--- config.mk ---
export PLATFORM = sky130hd
export DESIGN_NAME = temperature_frame_alarm
export DESIGN_NICKNAME = d
export VERILOG_FILES = /design/src/hw/rtl/tfa_pkg.sv /design/src/hw/rtl/tfa_front.sv /design/src/hw/rtl/tfa_cmd_fifo.sv /design/src/hw/rtl/tfa_back.sv /design/src/hw/rtl/temperature_frame_alarm.sv
export SDC_FILE = /design/constraint.sdc
export NUM_CORES = 1
export LEC_CHECK = 0
export BUFFER_PORTS_ARGS = -buffer_cell sky130_fd_sc_hd__buf_2
export CAP_MARGIN = 20
export CORE_MARGIN = 2
export CORE_UTILIZATION = 54
export CTS_BUF_LIST = sky130_fd_sc_hd__clkbuf_8 sky130_fd_sc_hd__clkbuf_16
export DETAILED_ROUTE_END_ITERATION = 7
export GPL_TIMING_DRIVEN = 0
export HOLD_SLACK_MARGIN = 0.05
export PLACE_DENSITY = 0.85
export SYNTH_ARGS = -nofsm -noshare
export SYNTH_HDL_FRONTEND = slang
export SYNTH_SLANG_ARGS = --single-unit
--- constraint.sdc ---
create_clock -name clk_i -period 3.9 [get_ports clk_i]
set_input_delay 0.195 -clock clk_i [delete_from_list [all_inputs] [get_ports clk_i]]
set_output_delay 0.195 -clock clk_i [all_outputs]
set_load 0.02 [all_outputs]
--- src/hw/rtl/tfa_pkg.sv ---
// -----------------------------------------------------------------------------
// tfa_pkg
// Types, codes and constants shared by the temperature frame alarm modules.
// -----------------------------------------------------------------------------
package tfa_pkg;

  localparam int unsigned TempW   = 15;
  localparam int unsigned ByteW   = 8;
  localparam int unsigned CountW  = 8;
  localparam int unsigned MaskW   = 32;
  localparam int unsigned CfgIdxW = 3;
  localparam int unsigned CfgDataW = 32;

  localparam logic [ByteW-1:0] HeadFirst  = 8'hA5;
  localparam logic [ByteW-1:0] HeadSecond = 8'h5A;
  localparam logic [ByteW-1:0] FrameTail  = 8'h1A;
  localparam logic [ByteW-1:0] StatusLow  = 8'h03;
  localparam logic [ByteW-1:0] FrameBytes = 8'd8;
  localparam logic [TempW-1:0] HundredsScale = 15'd100;
  localparam logic [CountW-1:0] CountMax = 8'hFF;

  localparam logic [TempW-1:0] LowLimitRst   = 15'd20;
  localparam logic [TempW-1:0] HighLimitRst  = 15'd80;
  localparam logic [TempW-1:0] ValidLimitRst = 15'd1000;
  localparam logic [CountW-1:0] RunLengthRst = 8'd10;
  localparam logic [MaskW-1:0] LowMaskRst    = 32'd3600;
  localparam logic [MaskW-1:0] HighMaskRst   = 32'd3600;

  typedef enum logic [CfgIdxW-1:0] {
    CFG_LOW_LIMIT   = 3'd0,
    CFG_HIGH_LIMIT  = 3'd1,
    CFG_VALID_LIMIT = 3'd2,
    CFG_RUN_LENGTH  = 3'd3,
    CFG_LOW_MASK    = 3'd4,
    CFG_HIGH_MASK   = 3'd5
  } cfg_idx_e;

  typedef enum logic [1:0] {
    ALARM_NONE = 2'd0,
    ALARM_LOW  = 2'd1,
    ALARM_HIGH = 2'd2
  } alarm_e;

  typedef enum logic {
    ACT_FRAME = 1'b0,
    ACT_TICK  = 1'b1
  } action_e;

  typedef struct packed {
    logic [TempW-1:0]  low_limit;
    logic [TempW-1:0]  high_limit;
    logic [TempW-1:0]  valid_limit;
    logic [CountW-1:0] run_length;
    logic [MaskW-1:0]  low_mask_ticks;
    logic [MaskW-1:0]  high_mask_ticks;
  } cfg_t;

  // Classified request handed from the front end to the back end.
  typedef struct packed {
    logic             tick;
    logic             fmt_ok;
    logic             in_range;
    logic             status_low;
    logic             is_low;
    logic             is_high;
    logic [TempW-1:0] temp;
  } cmd_t;

  typedef struct packed {
    logic             accepted;
    logic [TempW-1:0] temp;
    alarm_e           alarm;
  } res_t;

endpackage

--- src/hw/rtl/tfa_front.sv ---
// -----------------------------------------------------------------------------
// tfa_front
// Checks frame format, forms the reading and classifies it against the limits.
// -----------------------------------------------------------------------------
module tfa_front (
  input  tfa_pkg::cfg_t              cfg_i,
  input  logic                       action_i,
  input  logic [tfa_pkg::ByteW-1:0]  frame_length_i,
  input  logic [tfa_pkg::ByteW-1:0]  head_first_i,
  input  logic [tfa_pkg::ByteW-1:0]  head_second_i,
  input  logic [tfa_pkg::ByteW-1:0]  temp_hundreds_i,
  input  logic [tfa_pkg::ByteW-1:0]  temp_units_i,
  input  logic [tfa_pkg::ByteW-1:0]  sensor_status_i,
  input  logic [tfa_pkg::ByteW-1:0]  frame_tail_i,
  output tfa_pkg::cmd_t              cmd_o
);
  import tfa_pkg::*;

  logic [TempW-1:0] temp;

  // Max reading 255*100+255 = 25755 fits the 15-bit field.
  assign temp = TempW'(temp_hundreds_i) * HundredsScale + TempW'(temp_units_i);

  always_comb begin
    cmd_o.tick       = (action_i == ACT_TICK);
    cmd_o.fmt_ok     = (frame_length_i == FrameBytes) && (head_first_i == HeadFirst) &&
                       (head_second_i == HeadSecond) && (frame_tail_i == FrameTail);
    cmd_o.in_range   = (temp <= cfg_i.valid_limit);
    cmd_o.status_low = (sensor_status_i == StatusLow);
    cmd_o.is_low     = (temp < cfg_i.low_limit);
    cmd_o.is_high    = (temp > cfg_i.high_limit);
    cmd_o.temp       = temp;
  end

endmodule

--- src/hw/rtl/tfa_cmd_fifo.sv ---
// -----------------------------------------------------------------------------
// tfa_cmd_fifo
// Two-entry queue of classified requests between front and back end.
// -----------------------------------------------------------------------------
module tfa_cmd_fifo (
  input  logic          clk_i,
  input  logic          rst_ni,
  input  logic          wr_en_i,
  input  tfa_pkg::cmd_t wr_data_i,
  output logic          full_o,
  input  logic          rd_en_i,
  output logic          valid_o,
  output tfa_pkg::cmd_t rd_data_o
);
  import tfa_pkg::*;

  cmd_t        mem_q [2];
  logic        wr_ptr_q, wr_ptr_d;
  logic        rd_ptr_q, rd_ptr_d;
  logic [1:0]  count_q, count_d;
  logic        do_wr, do_rd;

  assign full_o    = (count_q == 2'd2);
  assign valid_o   = (count_q != 2'd0);
  assign rd_data_o = mem_q[rd_ptr_q];
  assign do_wr     = wr_en_i && !full_o;
  assign do_rd     = rd_en_i && valid_o;

  always_comb begin
    wr_ptr_d = wr_ptr_q ^ do_wr;
    rd_ptr_d = rd_ptr_q ^ do_rd;
    count_d  = count_q + 2'(do_wr) - 2'(do_rd);
  end

  always_ff @(posedge clk_i or negedge rst_ni) begin
    if (!rst_ni) begin
      wr_ptr_q <= 1'b0;
      rd_ptr_q <= 1'b0;
      count_q  <= 2'd0;
    end else begin
      wr_ptr_q <= wr_ptr_d;
      rd_ptr_q <= rd_ptr_d;
      count_q  <= count_d;
    end
  end

  always_ff @(posedge clk_i) begin
    if (do_wr) begin
      mem_q[wr_ptr_q] <= wr_data_i;
    end
  end

endmodule

--- src/hw/rtl/tfa_back.sv ---
// -----------------------------------------------------------------------------
// tfa_back
// Runs the alarm state (run counts, mask timers) and buffers the results.
// -----------------------------------------------------------------------------
module tfa_back (
  input  logic          clk_i,
  input  logic          rst_ni,
  input  tfa_pkg::cfg_t cfg_i,
  input  logic          cmd_valid_i,
  input  tfa_pkg::cmd_t cmd_i,
  output logic          cmd_take_o,
  input  logic          pop_i,
  output logic          empty_o,
  output tfa_pkg::res_t res_o
);
  import tfa_pkg::*;

  logic [CountW-1:0] low_cnt_q, low_cnt_d;
  logic [CountW-1:0] high_cnt_q, high_cnt_d;
  logic [MaskW-1:0]  low_mask_q, low_mask_d;
  logic [MaskW-1:0]  high_mask_q, high_mask_d;

  res_t        res_buf_q [2];
  logic        wr_ptr_q, rd_ptr_q;
  logic [1:0]  count_q;
  logic        do_pop;
  res_t        res_new;
  logic        low_done;
  logic [CountW-1:0] low_bump, high_bump;

  assign empty_o    = (count_q == 2'd0);
  assign res_o      = res_buf_q[rd_ptr_q];
  assign do_pop     = pop_i && !empty_o;
  // Take a request whenever the result buffer has room after this edge.
  assign cmd_take_o = cmd_valid_i && ((count_q != 2'd2) || do_pop);

  assign low_bump  = (low_cnt_q == CountMax) ? CountMax : low_cnt_q + 8'd1;
  assign high_bump = (high_cnt_q == CountMax) ? CountMax : high_cnt_q + 8'd1;

  always_comb begin
    low_cnt_d   = low_cnt_q;
    high_cnt_d  = high_cnt_q;
    low_mask_d  = low_mask_q;
    high_mask_d = high_mask_q;
    low_done    = 1'b0;
    res_new.accepted = !cmd_i.tick && cmd_i.fmt_ok && cmd_i.in_range;
    res_new.temp     = (!cmd_i.tick && cmd_i.fmt_ok) ? cmd_i.temp : '0;
    res_new.alarm    = ALARM_NONE;

    if (cmd_i.tick) begin
      if (low_mask_q != '0) begin
        low_mask_d = low_mask_q - 32'd1;
      end
      if (high_mask_q != '0) begin
        high_mask_d = high_mask_q - 32'd1;
      end
    end else if (res_new.accepted) begin
      if (low_mask_q == '0) begin
        if (cmd_i.status_low) begin
          low_mask_d    = cfg_i.low_mask_ticks;
          res_new.alarm = ALARM_LOW;
          low_done      = 1'b1;
        end else if (cmd_i.is_low) begin
          low_cnt_d = low_bump;
          if (low_bump >= cfg_i.run_length) begin
            low_mask_d    = cfg_i.low_mask_ticks;
            res_new.alarm = ALARM_LOW;
            low_done      = 1'b1;
          end
        end else begin
          low_cnt_d = '0;
        end
      end
      // A low alarm ends the step: skip the high check.
      if (!low_done && (high_mask_q == '0)) begin
        if (cmd_i.is_high) begin
          high_cnt_d = high_bump;
          if (high_bump >= cfg_i.run_length) begin
            high_mask_d   = cfg_i.high_mask_ticks;
            res_new.alarm = ALARM_HIGH;
          end
        end else begin
          high_cnt_d = '0;
        end
      end
    end
  end

  always_ff @(posedge clk_i or negedge rst_ni) begin
    if (!rst_ni) begin
      low_cnt_q   <= '0;
      high_cnt_q  <= '0;
      low_mask_q  <= '0;
      high_mask_q <= '0;
      wr_ptr_q    <= 1'b0;
      rd_ptr_q    <= 1'b0;
      count_q     <= 2'd0;
    end else begin
      if (cmd_take_o) begin
        low_cnt_q   <= low_cnt_d;
        high_cnt_q  <= high_cnt_d;
        low_mask_q  <= low_mask_d;
        high_mask_q <= high_mask_d;
      end
      wr_ptr_q <= wr_ptr_q ^ cmd_take_o;
      rd_ptr_q <= rd_ptr_q ^ do_pop;
      count_q  <= count_q + 2'(cmd_take_o) - 2'(do_pop);
    end
  end

  always_ff @(posedge clk_i) begin
    if (cmd_take_o) begin
      res_buf_q[wr_ptr_q] <= res_new;
    end
  end

endmodule

--- src/hw/rtl/temperature_frame_alarm.sv ---
// -----------------------------------------------------------------------------
// temperature_frame_alarm
// Sensor frame checker with low and high temperature alarms and mask timers.
// -----------------------------------------------------------------------------
// Flow: a pushed request is registered in the command queue; the back end
//   resolves the queue head combinationally and registers the result in
//   the result buffer, from which pop takes it. Throughput: one request per
//   cycle while full is low and the result buffer has room or is popped.
// Reset: rst_ni clears queues, run counts and mask timers at once and loads
//   the configuration registers with their defaults; no clearing pass.
// -----------------------------------------------------------------------------
module temperature_frame_alarm (
  input  logic                          clk_i,
  input  logic                          rst_ni,
  // configuration write port
  input  logic                          cfg_we_i,
  input  logic [tfa_pkg::CfgIdxW-1:0]   cfg_idx_i,
  input  logic [tfa_pkg::CfgDataW-1:0]  cfg_wdata_i,
  // request side
  input  logic                          push,
  output logic                          full,
  input  logic                          action_i,
  input  logic [tfa_pkg::ByteW-1:0]     frame_length_i,
  input  logic [tfa_pkg::ByteW-1:0]     head_first_i,
  input  logic [tfa_pkg::ByteW-1:0]     head_second_i,
  input  logic [tfa_pkg::ByteW-1:0]     temp_hundreds_i,
  input  logic [tfa_pkg::ByteW-1:0]     temp_units_i,
  input  logic [tfa_pkg::ByteW-1:0]     sensor_status_i,
  input  logic [tfa_pkg::ByteW-1:0]     frame_tail_i,
  // result side
  output logic                          empty,
  input  logic                          pop,
  output logic                          frame_accepted_o,
  output logic [tfa_pkg::TempW-1:0]     temperature_tenths_o,
  output logic [1:0]                    alarm_code_o
);
  import tfa_pkg::*;

  cfg_t cfg_q, cfg_d;
  cmd_t front_cmd;
  cmd_t queue_cmd;
  logic queue_valid;
  logic back_take;
  res_t res;

  // Configuration registers: write only, unknown indexes are dropped.
  always_comb begin
    cfg_d = cfg_q;
    if (cfg_we_i) begin
      unique case (cfg_idx_i)
        CFG_LOW_LIMIT:   cfg_d.low_limit       = cfg_wdata_i[TempW-1:0];
        CFG_HIGH_LIMIT:  cfg_d.high_limit      = cfg_wdata_i[TempW-1:0];
        CFG_VALID_LIMIT: cfg_d.valid_limit     = cfg_wdata_i[TempW-1:0];
        CFG_RUN_LENGTH:  cfg_d.run_length      = cfg_wdata_i[CountW-1:0];
        CFG_LOW_MASK:    cfg_d.low_mask_ticks  = cfg_wdata_i[MaskW-1:0];
        CFG_HIGH_MASK:   cfg_d.high_mask_ticks = cfg_wdata_i[MaskW-1:0];
        default:         cfg_d = cfg_q;
      endcase
    end
  end

  always_ff @(posedge clk_i or negedge rst_ni) begin
    if (!rst_ni) begin
      cfg_q.low_limit       <= LowLimitRst;
      cfg_q.high_limit      <= HighLimitRst;
      cfg_q.valid_limit     <= ValidLimitRst;
      cfg_q.run_length      <= RunLengthRst;
      cfg_q.low_mask_ticks  <= LowMaskRst;
      cfg_q.high_mask_ticks <= HighMaskRst;
    end else begin
      cfg_q <= cfg_d;
    end
  end

  // Front end: format check and limit compares. The user changes configuration
  // only while idle (not enforced here), so classifying at the door is safe.
  tfa_front u_front (
    .cfg_i           (cfg_q),
    .action_i        (action_i),
    .frame_length_i  (frame_length_i),
    .head_first_i    (head_first_i),
    .head_second_i   (head_second_i),
    .temp_hundreds_i (temp_hundreds_i),
    .temp_units_i    (temp_units_i),
    .sensor_status_i (sensor_status_i),
    .frame_tail_i    (frame_tail_i),
    .cmd_o           (front_cmd)
  );

  // Hold classified requests until the back end takes them.
  tfa_cmd_fifo u_cmd_fifo (
    .clk_i     (clk_i),
    .rst_ni    (rst_ni),
    .wr_en_i   (push),
    .wr_data_i (front_cmd),
    .full_o    (full),
    .rd_en_i   (back_take),
    .valid_o   (queue_valid),
    .rd_data_o (queue_cmd)
  );

  // Back end: advance run counts and mask timers, buffer the result.
  tfa_back u_back (
    .clk_i       (clk_i),
    .rst_ni      (rst_ni),
    .cfg_i       (cfg_q),
    .cmd_valid_i (queue_valid),
    .cmd_i       (queue_cmd),
    .cmd_take_o  (back_take),
    .pop_i       (pop),
    .empty_o     (empty),
    .res_o       (res)
  );

  assign frame_accepted_o     = res.accepted;
  assign temperature_tenths_o = res.temp;
  assign alarm_code_o         = res.alarm;

endmodule

==> flow_summary.ini <==
[min_path]
min-delay-start = head_second_i[0]
worstHoldPathType = input pin to register
min_path_cells = 4
min_to = u_cmd_fifo.mem_q[0][19]

[timing]
worst_slack_ns = -0.2185
final.min_clock_period_ns = 4.118
finalHoldViolations = 0
rsz0062_at_grt = true
setup_viol = 4
setup_tns_ns = -0.6260
clock_skew_ns = 0.01280
slew_viol_final = 0
slew-limit-headroom_pct = 33.93
timing.hold.ws_ns = 0.06896
min_period_over_period_pct = 105.6
fmax_ghz = 0.2428
tightest_slew_ns = 0.9910

[global_route]
grt_max_degree = 119
gr-total-overflow = 0
antenna_found_initial = 1
grt_pass1_wl_mm = 66.62
grt_pass1_vias = 12820
grt.total_usage_pct = 29.27

[finish]
num-fill-cells = 1829
drive_gt1_share_pct = 23.47
utilization_pct = 66.03
multiInputGateArea_um2 = 7430
syn2layout_area_growth_pct = 21.22
final_cell_mix = dfrtp_1, nand2_1, buf_2, o21ai_0, mux2_2
final_common_cell = dfrtp_1
nets = 1816
finalNonFillerCells = 2012
design_area_um2 = 18190
regArea_um2 = 7497

[routing]
top_layer = met5
met1_length_mm = 16.15
wl_per_cell_um = 21.66
via_per_inst = 6.376
ant_nets = 0
wirelength_mm = 43.58
dr.pass1.iters = 6
post-route-drc-count = 0
drt_iter0_markers = 1671
wl_met2_mm = 20.49
wl_met3_mm = 4.261
vias = 12830

[clocking]
cts_tree = built
cts_buffer_depth = 3
cts_root_buffer = clkbuf_16
cts_sinks = 283
cts_inserted_buffers = 30
clk_latency_ns = 0.57
clk_pin_slew_ns = 0.06
htreeDepth = 1

[flow_run]
cap_violations = 0

[yosys]
synth.cell_area_um2 = 15010
ys.flop_type = dfrtp_1
yosysSeqAreaShare_pct = 49.95
syn_inst = 1396
synth_cell_type_count = 78
syn-num-nets = 1603
avgSynthCellArea_um2 = 10.75
synth_edf_count = 78
ys_seq_elements = 283
ys_warn_count = 0
async_reset_ff_share_pct = 72.44

[setup_path]
cp_max_fo = 4
rr_worst_depth = 10
r2r_slack_ns = 0.13
cp-end-kind = register
reg2reg_to = u_back.low_mask_q[0]
path_class = input pin to register
startpoint_type = input pin
worstPathArrival_ns = 4.54
rr_startpoint = u_back.low_mask_q[0]
required_ns = 4.32
startpoint = temp_hundreds_i[3]

[floorplanning]
io_pins = 117
initial_core_util_pct = 54.47
core_um2 = 27550
dieArea_um2 = 29140
die_x_um = 170.7
die_h_um = 170.7
row_count = 61

[power]
p_per_area_nw_per_um2 = 664.2
leakage_uw = 0.007769
vdd_drop_max_v = 0.0003964

[placement]
io_buffers = 116
dp_cells = 1892
place_area_um2 = 16170
globalplace.congestion = 0.9189
dp_hpwl_mm = 27.59

[status]
status = finished with violations
violations = setup timing
==> layer usage <==
metal,vias up,GRT usage (%)
met5,-,0
met4,2,15.24
met3,265,6.061
met2,841,48.00
met1,6182,36.74
li1,5538,-
==> cells in the mapped netlist (6+ instances only) <==
cell	count	area (um^2)
clkbuf_1	36	135.1
o31ai_1	15	112.6
dfrtp_1	185	4629
nor3_1	40	200.2
nand2b_1	11	68.82
and3_1	16	100.1
a31oi_1	9	56.30
o21a_1	6	45.04
edfxtp_1	78	2342
xor2_1	11	96.34
mux2_2	97	1092
ha_1	106	1326
a21o_1	12	90.09
nor2_1	94	352.8
o21ai_0	104	520.5
xnor2_1	21	183.9
o211a_1	6	60.06
or4_1	10	75.07
nand4b_1	6	52.55
a22oi_1	7	52.55
o41ai_1	6	52.55
mux2i_1	19	190.2
inv_1	76	285.3
a21oi_1	58	290.3
o211ai_1	9	67.56
nor2b_1	14	87.58
nand3_1	29	145.1
dfstp_2	20	525.5
nand2_1	145	544.3
a211oi_1	16	120.1
nor4bb_1	8	80.08
nand4_1	13	81.33
or3_1	14	87.58
nor4_1	21	131.4
==> critical path, cell delays in order <==
cell and delay, ns:
buf_12 0.11, ha_4 0.23, ha_4 0.27, fa_1 0.45
ha_4 0.29, nor2b_4 0.14, o31a_1 0.31, o311ai_2 0.30
o211ai_1 0.23, nor2_1 0.20, nand2_2 0.12, xnor2_4 0.21
ha_4 0.30, nand4_1 0.12, nor2_2 0.18, nand2_2 0.10
buf_4 0.13, buf_4 0.12, buf_4 0.12, nor3_2 0.21
a31o_2 0.19
==> power breakdown <==
group | total, uW | internal (uW) | leakage (uW) | switching (uW)
sequential | 4550 | 4050 | 0.00318 | 497
combinational | 4470 | 1750 | 0.00405 | 2720
clock | 3060 | 1830 | 0.000531 | 1230
total | 12100 | 7630 | 0.00777 | 4450
==> cell type report <==
type,count,area share [%]
tap,378,2.600
antenna,2,0.02751
buffer,43,1.039
sequential,283,41.21
clock inverter,21,1.341
clock buffer,34,4.491
inverter,77,1.589
multi-input combinational,992,40.84
timing repair buffer,182,6.864
==> flip-flops by register name (all words and copies together) (netlist names) <==
register	flops
u_cmd_fifo.rd_ptr_q	1
u_cmd_fifo.count_q	2
u_back.high_cnt_q	8
u_back.low_mask_q	32
u_back.high_mask_q	32
u_back.res_buf_q	36
u_back.low_cnt_q	8
u_back.wr_ptr_q	1
cfg_q	117
u_back.rd_ptr_q	1
u_cmd_fifo.mem_q	42
u_back.count_q	2
u_cmd_fifo.wr_ptr_q	1
==> worst max path at each step <==
stage          cells after the start                      end
2_1_floorplan                     16  u_cmd_fifo.mem_q[0][18]
3_5_place_dp                      17  u_cmd_fifo.mem_q[1][18]
5_1_grt                           20  u_cmd_fifo.mem_q[0][18]
3_3_place_gp                      17  u_cmd_fifo.mem_q[0][15]
6_report                          21  u_cmd_fifo.mem_q[0][18]
4_1_cts                           18  u_cmd_fifo.mem_q[0][18]
==> stage by stage <==
stage | setup slack [ns] | power (uW)
final | -0.2185 | 12080
after global routing | -0.3262 | 12610
after CTS | -0.04230 | 11610
after detailed placement | -1.087 | 8348
after global placement | -0.9578 | 8121
after floorplan | -0.1978 | 7080
==> kinds of logic (layout without fill, tap and decap cells) <==
logic type	count (synthesis)	after routing	synth area share, %
simple gates	450	450	15.08
compound gates	284	284	11.99
flops	283	283	49.95
buf+inv	121	357	3.193
mux	116	116	8.545
fa+ha+maj	110	110	9.371
xor+xnor	32	32	1.867
other cells	0	2	0
==> repair_timing <==
| action | in CTS | in global routing |
|---|---|---|
| pin swaps | 26 | 8 |
| endpoints found under the hold margin | 173 | 0 |
| hold buffers | 38 | 0 |
| buffers inserted | 17 | 9 |
| resized for setup | 35 | 29 |
| endpoints found under the setup margin | 7 | 54 |
(Power assumes the default switching activity.)
